$ cat config.mk
export PLATFORM = sky130hd
export DESIGN_NAME = peer_presence_table_top
export DESIGN_NICKNAME = d
export VERILOG_FILES = /design/src/rtl/ppt_pkg.sv /design/src/rtl/peer_presence_table_top.sv /design/src/rtl/ppt_ram.sv
export SDC_FILE = /design/constraint.sdc
export NUM_CORES = 2
export LEC_CHECK = 0
export BUFFER_PORTS_ARGS = -buffer_cell sky130_fd_sc_hd__buf_2
export CAP_MARGIN = 25
export CORE_ASPECT_RATIO = 1.1
export CORE_UTILIZATION = 30
export DETAILED_ROUTE_END_ITERATION = 7
export PLACE_DENSITY = 0.52
export SYNTH_ARGS = -nofsm -noshare
export SYNTH_HDL_FRONTEND = slang
export SYNTH_SLANG_ARGS = --single-unit
$ cat constraint.sdc
create_clock -name clk -period 7.9 [get_ports clk]
set_input_delay 1.58 -clock clk [delete_from_list [all_inputs] [get_ports clk]]
set_output_delay 1.58 -clock clk [all_outputs]
set_load 0.02 [all_outputs]
$ cat src/rtl/ppt_pkg.sv
`timescale 1ns / 1ps
// Shared types and codes for the peer presence table.
// No dependencies; used by the table top level and its checker.
package ppt_pkg;

    localparam int ADDR_W  = 48;
    localparam int ROLE_W  = 8;
    localparam int TIME_W  = 32;
    localparam int COUNT_W = 32;
    localparam int SLOT_W  = 4;
    localparam int TOTAL_W = 5;

    // one table slot as stored in the RAM
    typedef struct packed {
        logic [ADDR_W-1:0]  addr;
        logic [ROLE_W-1:0]  role;
        logic [TIME_W-1:0]  seen;
        logic [COUNT_W-1:0] count;
    } entry_t;

    localparam int ENTRY_W = ADDR_W + ROLE_W + TIME_W + COUNT_W;

    // commands
    localparam logic [1:0] CMD_RX    = 2'd0;
    localparam logic [1:0] CMD_SWEEP = 2'd1;
    localparam logic [1:0] CMD_QUERY = 2'd2;

    // result status codes
    localparam logic [2:0] ST_UPDATED  = 3'd0;
    localparam logic [2:0] ST_ADDED    = 3'd1;
    localparam logic [2:0] ST_ONLINE   = 3'd2;
    localparam logic [2:0] ST_FULL     = 3'd3;
    localparam logic [2:0] ST_OFFLINE  = 3'd4;
    localparam logic [2:0] ST_QUERY    = 3'd5;
    localparam logic [2:0] ST_REJECTED = 3'd6;
    localparam logic [2:0] ST_SWEPT    = 3'd7;

    // register map (byte addresses)
    localparam logic [1:0] REG_TIMEOUT = 2'd0;
    localparam logic [31:0] TIMEOUT_RST = 32'd5000;

endpackage

$ cat src/rtl/peer_presence_table_top.sv
`timescale 1ns / 1ps
// Peer presence table: neighbor table with aging, scanned slot by slot.
// Depends on ppt_pkg and ppt_ram.
//
//  channel  | direction | handshake                 | beat
//  ---------+-----------+---------------------------+----------------------------------
//  item     | in        | item_valid / item_stall   | command, address, role, ok, time
//  result   | out       | result_valid / result_stall | status, slot, peer data, totals
//  config   | in        | APB psel/penable/pready   | silence timeout at byte address 0
//
// Scan: one item per scan. The slot RAM gives one read a cycle and a single
//   compare unit (address, role or age check) looks at the slot whose read was
//   issued the cycle before; a sweep goes on scanning after each peer that
//   times out.
// Reset: rst_n is asynchronous, active low; it clears control state, the
//   connected flags, the used count and loads the silence timeout with 5000.
//   Slot RAM contents are not cleared; only slots below the used count are read.
// Stalls: the result register holds a beat while result_stall is high; the
//   scan freezes on its next result until the register frees up. A new item
//   is taken as soon as the previous one has put its last beat in the register.
module peer_presence_table_top #(
    parameter int NODE_SLOTS = 16
) (
    input  logic        clk,
    input  logic        rst_n,
    // item channel
    input  logic        item_valid,
    output logic        item_stall,
    input  logic [1:0]  command,
    input  logic [ppt_pkg::ADDR_W-1:0] sender_address,
    input  logic [ppt_pkg::ROLE_W-1:0] node_role,
    input  logic        frame_ok,
    input  logic [ppt_pkg::TIME_W-1:0] now_ms,
    // result channel
    output logic        result_valid,
    input  logic        result_stall,
    output logic [2:0]  status,
    output logic [ppt_pkg::SLOT_W-1:0]  slot_index,
    output logic [ppt_pkg::ROLE_W-1:0]  peer_role,
    output logic [ppt_pkg::ADDR_W-1:0]  peer_address,
    output logic        online,
    output logic [ppt_pkg::COUNT_W-1:0] frames_seen,
    output logic [ppt_pkg::TOTAL_W-1:0] online_total,
    output logic        last_result,
    // config port
    input  logic        psel,
    input  logic        penable,
    input  logic        pwrite,
    input  logic [1:0]  paddr,
    input  logic [31:0] pwdata,
    output logic [31:0] prdata,
    output logic        pready
);

    import ppt_pkg::*;

    // slot index width, and count width (holds NODE_SLOTS itself)
    localparam int AW  = (NODE_SLOTS > 1) ? $clog2(NODE_SLOTS) : 1;
    localparam int CW  = $clog2(NODE_SLOTS + 1);
    localparam int SXW = (AW > SLOT_W) ? AW : SLOT_W;
    localparam int TXW = (CW > TOTAL_W) ? CW : TOTAL_W;

    typedef enum logic [1:0] {
        S_IDLE,
        S_SCAN,
        S_HIT,
        S_DONE
    } state_t;

    state_t state_reg, state_next;

    // latched item
    logic [1:0]        cmd_reg, cmd_next;
    logic [ADDR_W-1:0] addr_reg, addr_next;
    logic [ROLE_W-1:0] role_reg, role_next;
    logic              ok_reg, ok_next;
    logic [TIME_W-1:0] now_reg, now_next;

    // scan control
    logic [CW-1:0]     iss_reg, iss_next;      // next slot to read
    logic              rdv_reg, rdv_next;      // RAM data valid this cycle
    logic [AW-1:0]     cmp_idx_reg, cmp_idx_next;
    logic [AW-1:0]     hit_idx_reg, hit_idx_next;
    entry_t            hit_reg, hit_next;

    // table state
    logic [NODE_SLOTS-1:0] conn_reg, conn_next;
    logic [CW-1:0]     used_reg, used_next;
    logic [CW-1:0]     onl_reg, onl_next;
    logic [31:0]       timeout_reg, timeout_next;

    // result register
    logic              res_valid_reg, res_valid_next;
    logic [2:0]        res_status_reg, res_status_next;
    logic [SLOT_W-1:0] res_slot_reg, res_slot_next;
    logic [ROLE_W-1:0] res_role_reg, res_role_next;
    logic [ADDR_W-1:0] res_addr_reg, res_addr_next;
    logic              res_online_reg, res_online_next;
    logic [COUNT_W-1:0] res_frames_reg, res_frames_next;
    logic [TOTAL_W-1:0] res_total_reg, res_total_next;
    logic              res_last_reg, res_last_next;

    // RAM port
    logic              ram_we;
    logic [AW-1:0]     ram_waddr;
    entry_t            ram_wdata;
    logic [AW-1:0]     ram_raddr;
    logic [ENTRY_W-1:0] ram_rdata;
    entry_t            rd_entry;

    logic              out_free;
    logic              match;
    logic [TIME_W-1:0] age;
    logic              cfg_wr;
    logic [SXW-1:0]    slot_wide;
    logic [TXW-1:0]    total_wide;

    ppt_ram #(
        .WIDTH (ENTRY_W),
        .DEPTH (NODE_SLOTS)
    ) u_slots (
        .clk   (clk),
        .we    (ram_we),
        .waddr (ram_waddr),
        .wdata (ram_wdata),
        .raddr (ram_raddr),
        .rdata (ram_rdata)
    );

    assign rd_entry = entry_t'(ram_rdata);

    // config port: zero wait, single register
    assign pready = 1'b1;
    assign cfg_wr = psel && penable && pwrite && pready && (paddr == REG_TIMEOUT);
    assign prdata = (paddr == REG_TIMEOUT) ? timeout_reg : 32'd0;

    assign item_stall = (state_reg != S_IDLE);
    assign out_free   = !res_valid_reg || !result_stall;

    // shared compare unit: one slot checked per cycle while the scan runs
    assign age = now_reg - rd_entry.seen;
    always_comb
    begin
        case (cmd_reg)
            CMD_RX:    match = (rd_entry.addr == addr_reg);
            CMD_SWEEP: match = conn_reg[cmp_idx_reg] && (age > timeout_reg);
            CMD_QUERY: match = (rd_entry.role == role_reg);
            default:   match = 1'b0;
        endcase
    end

    always_comb
    begin
        state_next      = state_reg;
        cmd_next        = cmd_reg;
        addr_next       = addr_reg;
        role_next       = role_reg;
        ok_next         = ok_reg;
        now_next        = now_reg;
        iss_next        = iss_reg;
        rdv_next        = rdv_reg;
        cmp_idx_next    = cmp_idx_reg;
        hit_idx_next    = hit_idx_reg;
        hit_next        = hit_reg;
        conn_next       = conn_reg;
        used_next       = used_reg;
        onl_next        = onl_reg;
        timeout_next    = cfg_wr ? pwdata : timeout_reg;
        res_status_next = res_status_reg;
        res_slot_next   = res_slot_reg;
        res_role_next   = res_role_reg;
        res_addr_next   = res_addr_reg;
        res_online_next = res_online_reg;
        res_frames_next = res_frames_reg;
        res_total_next  = res_total_reg;
        res_last_next   = res_last_reg;
        res_valid_next  = res_valid_reg && result_stall;
        ram_we          = 1'b0;
        ram_waddr       = hit_idx_reg;
        ram_wdata       = hit_reg;
        ram_raddr       = iss_reg[AW-1:0];
        slot_wide       = SXW'(hit_idx_reg);
        total_wide      = '0;

        case (state_reg)
            S_IDLE:
            begin
                if (item_valid)
                begin
                    cmd_next  = command;
                    addr_next = sender_address;
                    role_next = node_role;
                    ok_next   = frame_ok;
                    now_next  = now_ms;
                    iss_next  = '0;
                    rdv_next  = 1'b0;
                    if ((command == CMD_RX && frame_ok) || command == CMD_SWEEP ||
                        command == CMD_QUERY)
                    begin
                        state_next = S_SCAN;
                    end
                    else
                    begin
                        state_next = S_DONE;
                    end
                end
            end

            S_SCAN:
            begin
                if (rdv_reg && match)
                begin
                    hit_idx_next = cmp_idx_reg;
                    hit_next     = rd_entry;
                    rdv_next     = 1'b0;
                    state_next   = S_HIT;
                end
                else if (iss_reg < used_reg)
                begin
                    iss_next     = iss_reg + CW'(1);
                    rdv_next     = 1'b1;
                    cmp_idx_next = iss_reg[AW-1:0];
                end
                else if (!rdv_reg)
                begin
                    state_next = S_DONE;
                end
                else
                begin
                    rdv_next = 1'b0;
                end
            end

            S_HIT:
            begin
                if (out_free)
                begin
                    res_valid_next = 1'b1;
                    res_slot_next  = slot_wide[SLOT_W-1:0];
                    res_role_next  = hit_reg.role;
                    res_addr_next  = hit_reg.addr;
                    case (cmd_reg)
                        CMD_RX:
                        begin
                            ram_we          = 1'b1;
                            ram_wdata.seen  = now_reg;
                            ram_wdata.count = hit_reg.count + COUNT_W'(1);
                            conn_next[hit_idx_reg] = 1'b1;
                            if (!conn_reg[hit_idx_reg])
                            begin
                                onl_next = onl_reg + CW'(1);
                            end
                            res_status_next = conn_reg[hit_idx_reg] ? ST_UPDATED : ST_ONLINE;
                            res_online_next = 1'b1;
                            res_frames_next = hit_reg.count + COUNT_W'(1);
                            res_last_next   = 1'b1;
                            state_next      = S_IDLE;
                        end
                        CMD_SWEEP:
                        begin
                            conn_next[hit_idx_reg] = 1'b0;
                            onl_next        = onl_reg - CW'(1);
                            res_status_next = ST_OFFLINE;
                            res_online_next = 1'b0;
                            res_frames_next = hit_reg.count;
                            res_last_next   = 1'b0;
                            iss_next        = CW'(hit_idx_reg) + CW'(1);
                            rdv_next        = 1'b0;
                            state_next      = S_SCAN;
                        end
                        default:
                        begin
                            res_status_next = ST_QUERY;
                            res_online_next = conn_reg[hit_idx_reg];
                            res_frames_next = hit_reg.count;
                            res_last_next   = 1'b1;
                            state_next      = S_IDLE;
                        end
                    endcase
                    total_wide     = TXW'(onl_next);
                    res_total_next = total_wide[TOTAL_W-1:0];
                end
            end

            S_DONE:
            begin
                if (out_free)
                begin
                    res_valid_next  = 1'b1;
                    res_last_next   = 1'b1;
                    res_slot_next   = '0;
                    res_role_next   = '0;
                    res_addr_next   = '0;
                    res_online_next = 1'b0;
                    res_frames_next = '0;
                    state_next      = S_IDLE;
                    if (cmd_reg == CMD_RX && ok_reg)
                    begin
                        res_role_next = role_reg;
                        res_addr_next = addr_reg;
                        if (used_reg >= CW'(NODE_SLOTS))
                        begin
                            res_status_next = ST_FULL;
                        end
                        else
                        begin
                            // append sender in the next free slot
                            ram_we          = 1'b1;
                            ram_waddr       = used_reg[AW-1:0];
                            ram_wdata.addr  = addr_reg;
                            ram_wdata.role  = role_reg;
                            ram_wdata.seen  = now_reg;
                            ram_wdata.count = COUNT_W'(1);
                            conn_next[used_reg[AW-1:0]] = 1'b1;
                            onl_next        = onl_reg + CW'(1);
                            used_next       = used_reg + CW'(1);
                            slot_wide       = SXW'(used_reg[AW-1:0]);
                            res_status_next = ST_ADDED;
                            res_slot_next   = slot_wide[SLOT_W-1:0];
                            res_online_next = 1'b1;
                            res_frames_next = COUNT_W'(1);
                        end
                    end
                    else if (cmd_reg == CMD_SWEEP)
                    begin
                        res_status_next = ST_SWEPT;
                    end
                    else if (cmd_reg == CMD_QUERY)
                    begin
                        res_status_next = ST_QUERY;
                        res_role_next   = role_reg;
                    end
                    else
                    begin
                        res_status_next = ST_REJECTED;
                    end
                    total_wide     = TXW'(onl_next);
                    res_total_next = total_wide[TOTAL_W-1:0];
                end
            end

            default:
            begin
                state_next = S_IDLE;
            end
        endcase
    end

    always_ff @(posedge clk or negedge rst_n)
    begin
        if (!rst_n)
        begin
            state_reg      <= S_IDLE;
            cmd_reg        <= '0;
            addr_reg       <= '0;
            role_reg       <= '0;
            ok_reg         <= 1'b0;
            now_reg        <= '0;
            iss_reg        <= '0;
            rdv_reg        <= 1'b0;
            cmp_idx_reg    <= '0;
            hit_idx_reg    <= '0;
            hit_reg        <= '0;
            conn_reg       <= '0;
            used_reg       <= '0;
            onl_reg        <= '0;
            timeout_reg    <= TIMEOUT_RST;
            res_valid_reg  <= 1'b0;
            res_status_reg <= '0;
            res_slot_reg   <= '0;
            res_role_reg   <= '0;
            res_addr_reg   <= '0;
            res_online_reg <= 1'b0;
            res_frames_reg <= '0;
            res_total_reg  <= '0;
            res_last_reg   <= 1'b0;
        end
        else
        begin
            state_reg      <= state_next;
            cmd_reg        <= cmd_next;
            addr_reg       <= addr_next;
            role_reg       <= role_next;
            ok_reg         <= ok_next;
            now_reg        <= now_next;
            iss_reg        <= iss_next;
            rdv_reg        <= rdv_next;
            cmp_idx_reg    <= cmp_idx_next;
            hit_idx_reg    <= hit_idx_next;
            hit_reg        <= hit_next;
            conn_reg       <= conn_next;
            used_reg       <= used_next;
            onl_reg        <= onl_next;
            timeout_reg    <= timeout_next;
            res_valid_reg  <= res_valid_next;
            res_status_reg <= res_status_next;
            res_slot_reg   <= res_slot_next;
            res_role_reg   <= res_role_next;
            res_addr_reg   <= res_addr_next;
            res_online_reg <= res_online_next;
            res_frames_reg <= res_frames_next;
            res_total_reg  <= res_total_next;
            res_last_reg   <= res_last_next;
        end
    end

    assign result_valid = res_valid_reg;
    assign status       = res_status_reg;
    assign slot_index   = res_slot_reg;
    assign peer_role    = res_role_reg;
    assign peer_address = res_addr_reg;
    assign online       = res_online_reg;
    assign frames_seen  = res_frames_reg;
    assign online_total = res_total_reg;
    assign last_result  = res_last_reg;

endmodule

$ cat src/rtl/ppt_ram.sv
`timescale 1ns / 1ps
// Generic single-write, single-read RAM with registered read data.
// No dependencies.
module ppt_ram #(
    parameter int WIDTH = 8,
    parameter int DEPTH = 16
) (
    input  logic                                   clk,
    input  logic                                   we,
    input  logic [((DEPTH > 1) ? $clog2(DEPTH) : 1)-1:0] waddr,
    input  logic [WIDTH-1:0]                       wdata,
    input  logic [((DEPTH > 1) ? $clog2(DEPTH) : 1)-1:0] raddr,
    output logic [WIDTH-1:0]                       rdata
);

    logic [WIDTH-1:0] mem [DEPTH];

    always_ff @(posedge clk)
    begin
        if (we)
        begin
            mem[waddr] <= wdata;
        end
        rdata <= mem[raddr];
    end

endmodule

Word-level counts from Yosys, hierarchy flattened
Memory sizes are Yosys's and may differ from the RTL's. A register that Yosys moved wholly into a read port is not among the register bits.
Cells that the tools add are included.
Widths: inputs -> output; s select.
{ "op_classes": {"add_sub_neg": 7, "multipliers": 0, "n_div": 0, "n_lt_le_gt_ge": 8, "n_eq_ne": 24, "shifts": 0, "mux": 103, "bitwise": 6, "n_reduce_logical": 33} }
{ "op_table": {"columns": ["op", "count"], "rows": [
  ["$mux 120", 3],
  ["$mux 48", 3],
  ["$mux 32", 4],
  ["$mux 64", 2],
  ["$pmux 64 s2", 1],
  ["$pmux 48 s2", 1],
  ["$mux 16", 4],
  ["$pmux 16 s2", 2],
  ["$pmux 32 s2", 1],
  ["$mux 56", 1],
  ["$mux 5", 10],
  ["$eq 48x48->1", 1],
  ["$mux 8", 5],
  ["$add 32x1->32 const B", 1],
  ["$gt 32x32->1", 1],
  ["$mux 4", 8],
  ["$or 16x16->16", 2],
  ["$sub 32x32->32", 1],
  ["$mux 1", 26],
  ["$mux 2", 10],
  ["$pmux 5 s2", 2],
  ["$and 16x16->16", 1],
  ["$ne 2x2->1 const B", 8],
  ["$not 16->16", 1],
  ["other kinds (36)", 82]
]} }
{ "totals": {"reg_bits": 383, "latch_bits": 0, "ramBits": 1920, "mem_bits_ro": 0, "output_inout_bits": 137, "elab_cells": 208, "n_memories": 1} }
{ "memory_table": {"columns": ["memory", "depth", "width", "read_ports", "rd_clocked_by_memory_dff", "wr", "line", "text"], "rows": [
  ["u_slots.mem", 16, 120, 1, 1, 1, "ppt_ram.sv:16", "logic [WIDTH-1:0] mem [DEPTH];"]
]} }

Logic depth before layout (Yosys ltp)
{ "depth": {"depth_word": 9, "ltp_mapped": 24, "mapped_depth_nobuf": 22} }

Hierarchy
From an unflattened synthesis, not the netlist that was laid out.
{ "unflattened": {"cells_unflattened": 5284, "hier_area_um2": 95275.1} }
{ "by_module_without_submodules": {"columns": ["mod", "n_inst", "cells_each", "area_per_inst_um2", "seq_area_each_um2"], "rows": [
  ["ppt_ram", 1, 3066, 74008.5, 60057.6],
  ["peer_presence_table_top", 1, 2218, 21266.6, 9590.4]
]} }

Least setup slack after synthesis
Ideal clock, no wire load.
{ "synth_path": {"path_kind": "in2reg", "from": "input result_stall", "to": "memory u_slots.mem[2][0] (netlist name), enable pin", "setup_time_ps": 601, "t_arrival_ps": 7784, "required_time_ps": 7299, "path_slack_ps": -485, "stages": 7, "cell_sequence": "and2_1 > clkbuf_1 > nor2_1 > nand2_1 > nor2_1 > a32oi_1 > nor2_1"} }
{ "synth_between": {"elab_chain_len": 6, "elab_cells_between_ends": 9, "classes_between": "7 x mux; 2 x reduce/logical"} }
{ "synth_rtl": {"columns": ["item", "line", "text"], "rows": [
  ["start: declaration", "peer_presence_table_top.sv:36", "input logic result_stall,"],
  ["$logic_not 1->1 (*)", "peer_presence_table_top.sv:138", "assign out_free = !res_valid_reg || !result_stall;"],
  ["$logic_or 1x1->1 (*)", "peer_presence_table_top.sv:138", null],
  ["$mux 1, on equally long branches", "peer_presence_table_top.sv:287, peer_presence_table_top.sv:236", null],
  ["$pmux 1 s2", "peer_presence_table_top.sv:185", "case (state_reg)"],
  ["$mux 1", "ppt_ram.sv:20", "if (we)"],
  ["$mux 1 (not written as such)", "ppt_ram.sv:22", "mem[waddr] <= wdata;"],
  ["end: declaration", "ppt_ram.sv:16", null]
]} }
Mark *: on every way between the ends. The rest lies on a longest branch, timed or not.

Worst setup path in the final report
{ "layout_path": {"from": "register now_reg[1]", "to": "register hit_reg[103] (netlist name)"} }
{ "layout_between": {"elab_chain_len": 6} }
{ "layout_rtl": {"columns": ["item", "line", "text"], "rows": [
  ["start: declaration", "peer_presence_table_top.sv:77", "logic [TIME_W-1:0] now_reg, now_next;"],
  ["start signal: assignment", "peer_presence_table_top.sv:385", "now_reg <= now_next;"],
  ["$sub 32x32->32", "peer_presence_table_top.sv:141", "assign age = now_reg - rd_entry.seen;"],
  ["$gt 32x32->1", "peer_presence_table_top.sv:146", "CMD_SWEEP: match = conn_reg[cmp_idx_reg] && (age > timeout_reg);"],
  ["$logic_and 1x1->1", "peer_presence_table_top.sv:146", null],
  ["$pmux 1 s3", "peer_presence_table_top.sv:144", "case (cmd_reg)"],
  ["$logic_and 1x1->1", "peer_presence_table_top.sv:211", "if (rdv_reg && match)"],
  ["$reduce_and 2->1 (no line)", null, null],
  ["end signal: assignment", "peer_presence_table_top.sv:390", "hit_reg <= hit_next;"],
  ["end: declaration", "peer_presence_table_top.sv:84", "entry_t hit_reg, hit_next;"]
]} }
Every way passes these cells.
A chain may end at the register's enable or synchronous reset.

==> results.json <==
{
  "status": "finished clean",
  "overflow": 0,
  "netlist.area_leader.share_pct": 60.1,
  "syn_inst": 5037,
  "routed_wl_mm": 261,
  "irDropWorstVdd_uv": 274,
  "worstSkewPairLatency_ns": 0.90,
  "cts.sink_count": 2423,
  "finalCritPeriodShare_pct": 81.7,
  "cp.arrival_ns": 7.18,
  "design_area_um2": 112000,
  "die_x_um": 541,
  "dieArea_um2": 322000,
  "ant_nets": 0,
  "syn_area_um2": 95900,
  "tritoncts": "built",
  "drive_above_1_share_pct": 29.2,
  "grt_pass1_vias": 51842,
  "initial_core_util_pct": 30.2,
  "globalRouteTotalUtil_pct": 16.0,
  "rsz0062_at_grt": "false",
  "p_leak_nw": 37.7,
  "critPathKind": "reg2reg",
  "synth_top_cells_by_area": "edfxtp_1, mux4_2, dfrtp_1",
  "fin_nets": 5678,
  "grt_max_degree": 128,
  "grt_pass1_wl_mm": 377,
  "hold_viol": 0,
  "h-tree-depth": 5,
  "async_reset_ff_share_pct": 15.8,
  "synth_edf_count": 1920,
  "fmax_mhz": 155,
  "p_sw_mw": 12.7,
  "end_kind": "flop",
  "drt_pass1_iterations": 5,
  "gp_congestion": 0.797,
  "synthTopCellsByCount": "edfxtp_1, mux4_2, dfrtp_1, nand2_1",
  "cap_viol_max_count": 0,
  "cts_root_buf": "clkbuf_16",
  "start_kind": "flop",
  "p_seq_share_pct": 42.5,
  "pwr-share-comb_pct": 27.4,
  "path_clk_slew_ns": 0.06,
  "setup_viol": 0,
  "min_delay_path_depth": 1,
  "cp_max_fo": 37,
  "synth-seq-cells": 2423,
  "syn-num-nets": 5256,
  "routed_via_density": 5.04,
  "cts-buffers-inserted": 272,
  "slew_viol_final": 0,
  "yosys_warnings": 0,
  "post_cts_buffers": 0,
  "fillers": 29723,
  "cts_resized": 0,
  "core_um2": 318000,
  "fin_setup_tns_ns": 0,
  "intPower_mw": 27.8,
  "synth.most_common_cell": "edfxtp_1",
  "vias": 49659,
  "p_sw_share_pct": 31.4,
  "cellPowerDensity_nw_per_um2": 363,
  "slew_headroom_pct": 27.0,
  "worst-r2r-cell-count": 21,
  "p_clk_share_pct": 30.1,
  "largest_register_ffs": 1920,
  "drt_iter0_drc": 4326,
  "worstPathRequired_ns": 8.62,
  "seq_area_frac_synth_pct": 72.6,
  "row_count": 217,
  "wire_per_inst_um": 26.5,
  "synth_top_area_cell": "edfxtp_1",
  "synth_top_flop_cell": "edfxtp_1",
  "fp.dieH_um": 595,
  "dpl_cell_area_um2": 103000,
  "port_buffers": 267,
  "hold_buffers": 0,
  "antenna_found_initial": 6,
  "min_path_type": "reg2reg",
  "netlist-cell-type-count": 71,
  "drc": 0,
  "syn2layout_area_growth_pct": 16.7,
  "cts_buffer_depth": 4,
  "hpwlAfterDp_mm": 145,
  "worst_pin_slew_ns": 1.09,
  "total_power_mw": 40.6,
  "min_period_ns": 6.45,
  "fin_util_pct": 35.2,
  "ios": 269,
  "fin_skew_ns": 0.0797,
  "syn_avg_cell_area_um2": 19.0
}
[final timing paths]
check / end / start / slack, ns
worst max-delay path: hit_reg[103] / now_reg[1] / 1.45
worst min register to register: hit_reg[2] / u_slots.rdata[2] / 0.46
worst max register to register: hit_reg[103] / now_reg[1] / 1.45
min in group asynchronous: hit_reg[32] / rst_n / 0.76
worst min-delay path: hit_reg[2] / u_slots.rdata[2] / 0.46
max in group asynchronous: hit_reg[8] / rst_n / 5.71
[routing by layer]
metal / track usage (%) / vias up / routed length (um)
li1: - / 20964 / -
met1: 21.7 / 26793 / 112000
met2: 26.5 / 1522 / 128000
met3: 2.28 / 380 / 13500
met4: 5.19 / 0 / 7850
met5: 0 / - / 0
[cell type report]
cell class / count / area, um2 / area share, %
clock inverter: 109 / 880 / 0.786
inverter: 106 / 398 / 0.356
sequential: 2423 / 69700 / 62.3
tap: 4161 / 5210 / 4.65
clock buffer: 385 / 7690 / 6.88
antenna: 6 / 15.0 / 0.0134
multi-input combinational: 2242 / 25000 / 22.3
timing repair buffer: 414 / 3040 / 2.72
[power groups by stage]
stage	sequential [mW]	clock [mW]	combinational [mW]
after floorplan	17.1	0	7.50
after global placement	17.5	0	11.0
after detailed placement	17.5	0	11.2
after CTS	17.3	12.5	11.3
after global routing	17.4	12.9	12.1
final	17.2	12.2	11.1
[metrics by stage]
step	std cells	hold slack, ns	setup slack (ns)
after global placement	9337	0.443	1.35
after global routing	9844	0.473	0.922
after CTS	9839	0.463	1.46
final	9846	0.461	1.45
after floorplan	5037	0.440	-0.485
after detailed placement	9345	0.450	1.48
[layout by cell type (no fill, tap or decap), types with 14 or more instances in the layout]
master and instances:
dfxtp_1 120, a21oi_1 99, clkinv_2 37, clkbuf_1 79, clkinv_1 41, a221oi_1 53, edfxtp_1 1920, buf_12 44
a21o_1 28, nor2_4 19, nand4_1 25, dfrtp_1 374, ha_1 85, inv_1 104, buf_4 98, xor2_1 41
buf_2 268, o22ai_1 23, clkbuf_16 283, mux4_2 609, mux2_4 60, nor3_1 61, xnor2_1 74, nand2_1 338
nand3_1 32, clkbuf_8 23, and3_1 14, nor2_1 186, mux2_2 159, a22o_1 37, o21ai_0 147
[kinds of logic (layout without fill, tap and decap cells)]
kind of cell / after synthesis / count (layout) / share of synthesized area [%]
DFF: 2423 / 2423 / 72.6
adders and majority gates: 87 / 87 / 1.14
muxes: 841 / 841 / 17.2
xor gates and xnor gates: 115 / 115 / 1.05
other: 1 / 7 / 0.00391
and+or+nand+nor: 736 / 736 / 3.28
AOI/OAI and AO/OA: 462 / 462 / 3.09
buffers and inverters: 372 / 1014 / 1.53
[critical path, stage by stage (launching register included)]
cell       delay, ns
dfrtp_1         0.42
ha_1            0.30
nor2b_1         0.14
o31ai_1         0.35
a21oi_1         0.26
a2111oi_0       0.43
buf_4           0.20
nor2_1          0.07
a2111oi_0       0.73
or2_2           0.24
xnor2_1         0.11
ha_1            0.25
and4_1          0.20
nand3_1         0.10
nor2_1          0.06
nor3_1          0.13
a31oi_1         0.13
a21oi_1         0.58
o32ai_2         0.39
nand2_8         0.46
buf_12          0.35
mux2_4          0.34
Power figures use the tool's default switching activity.
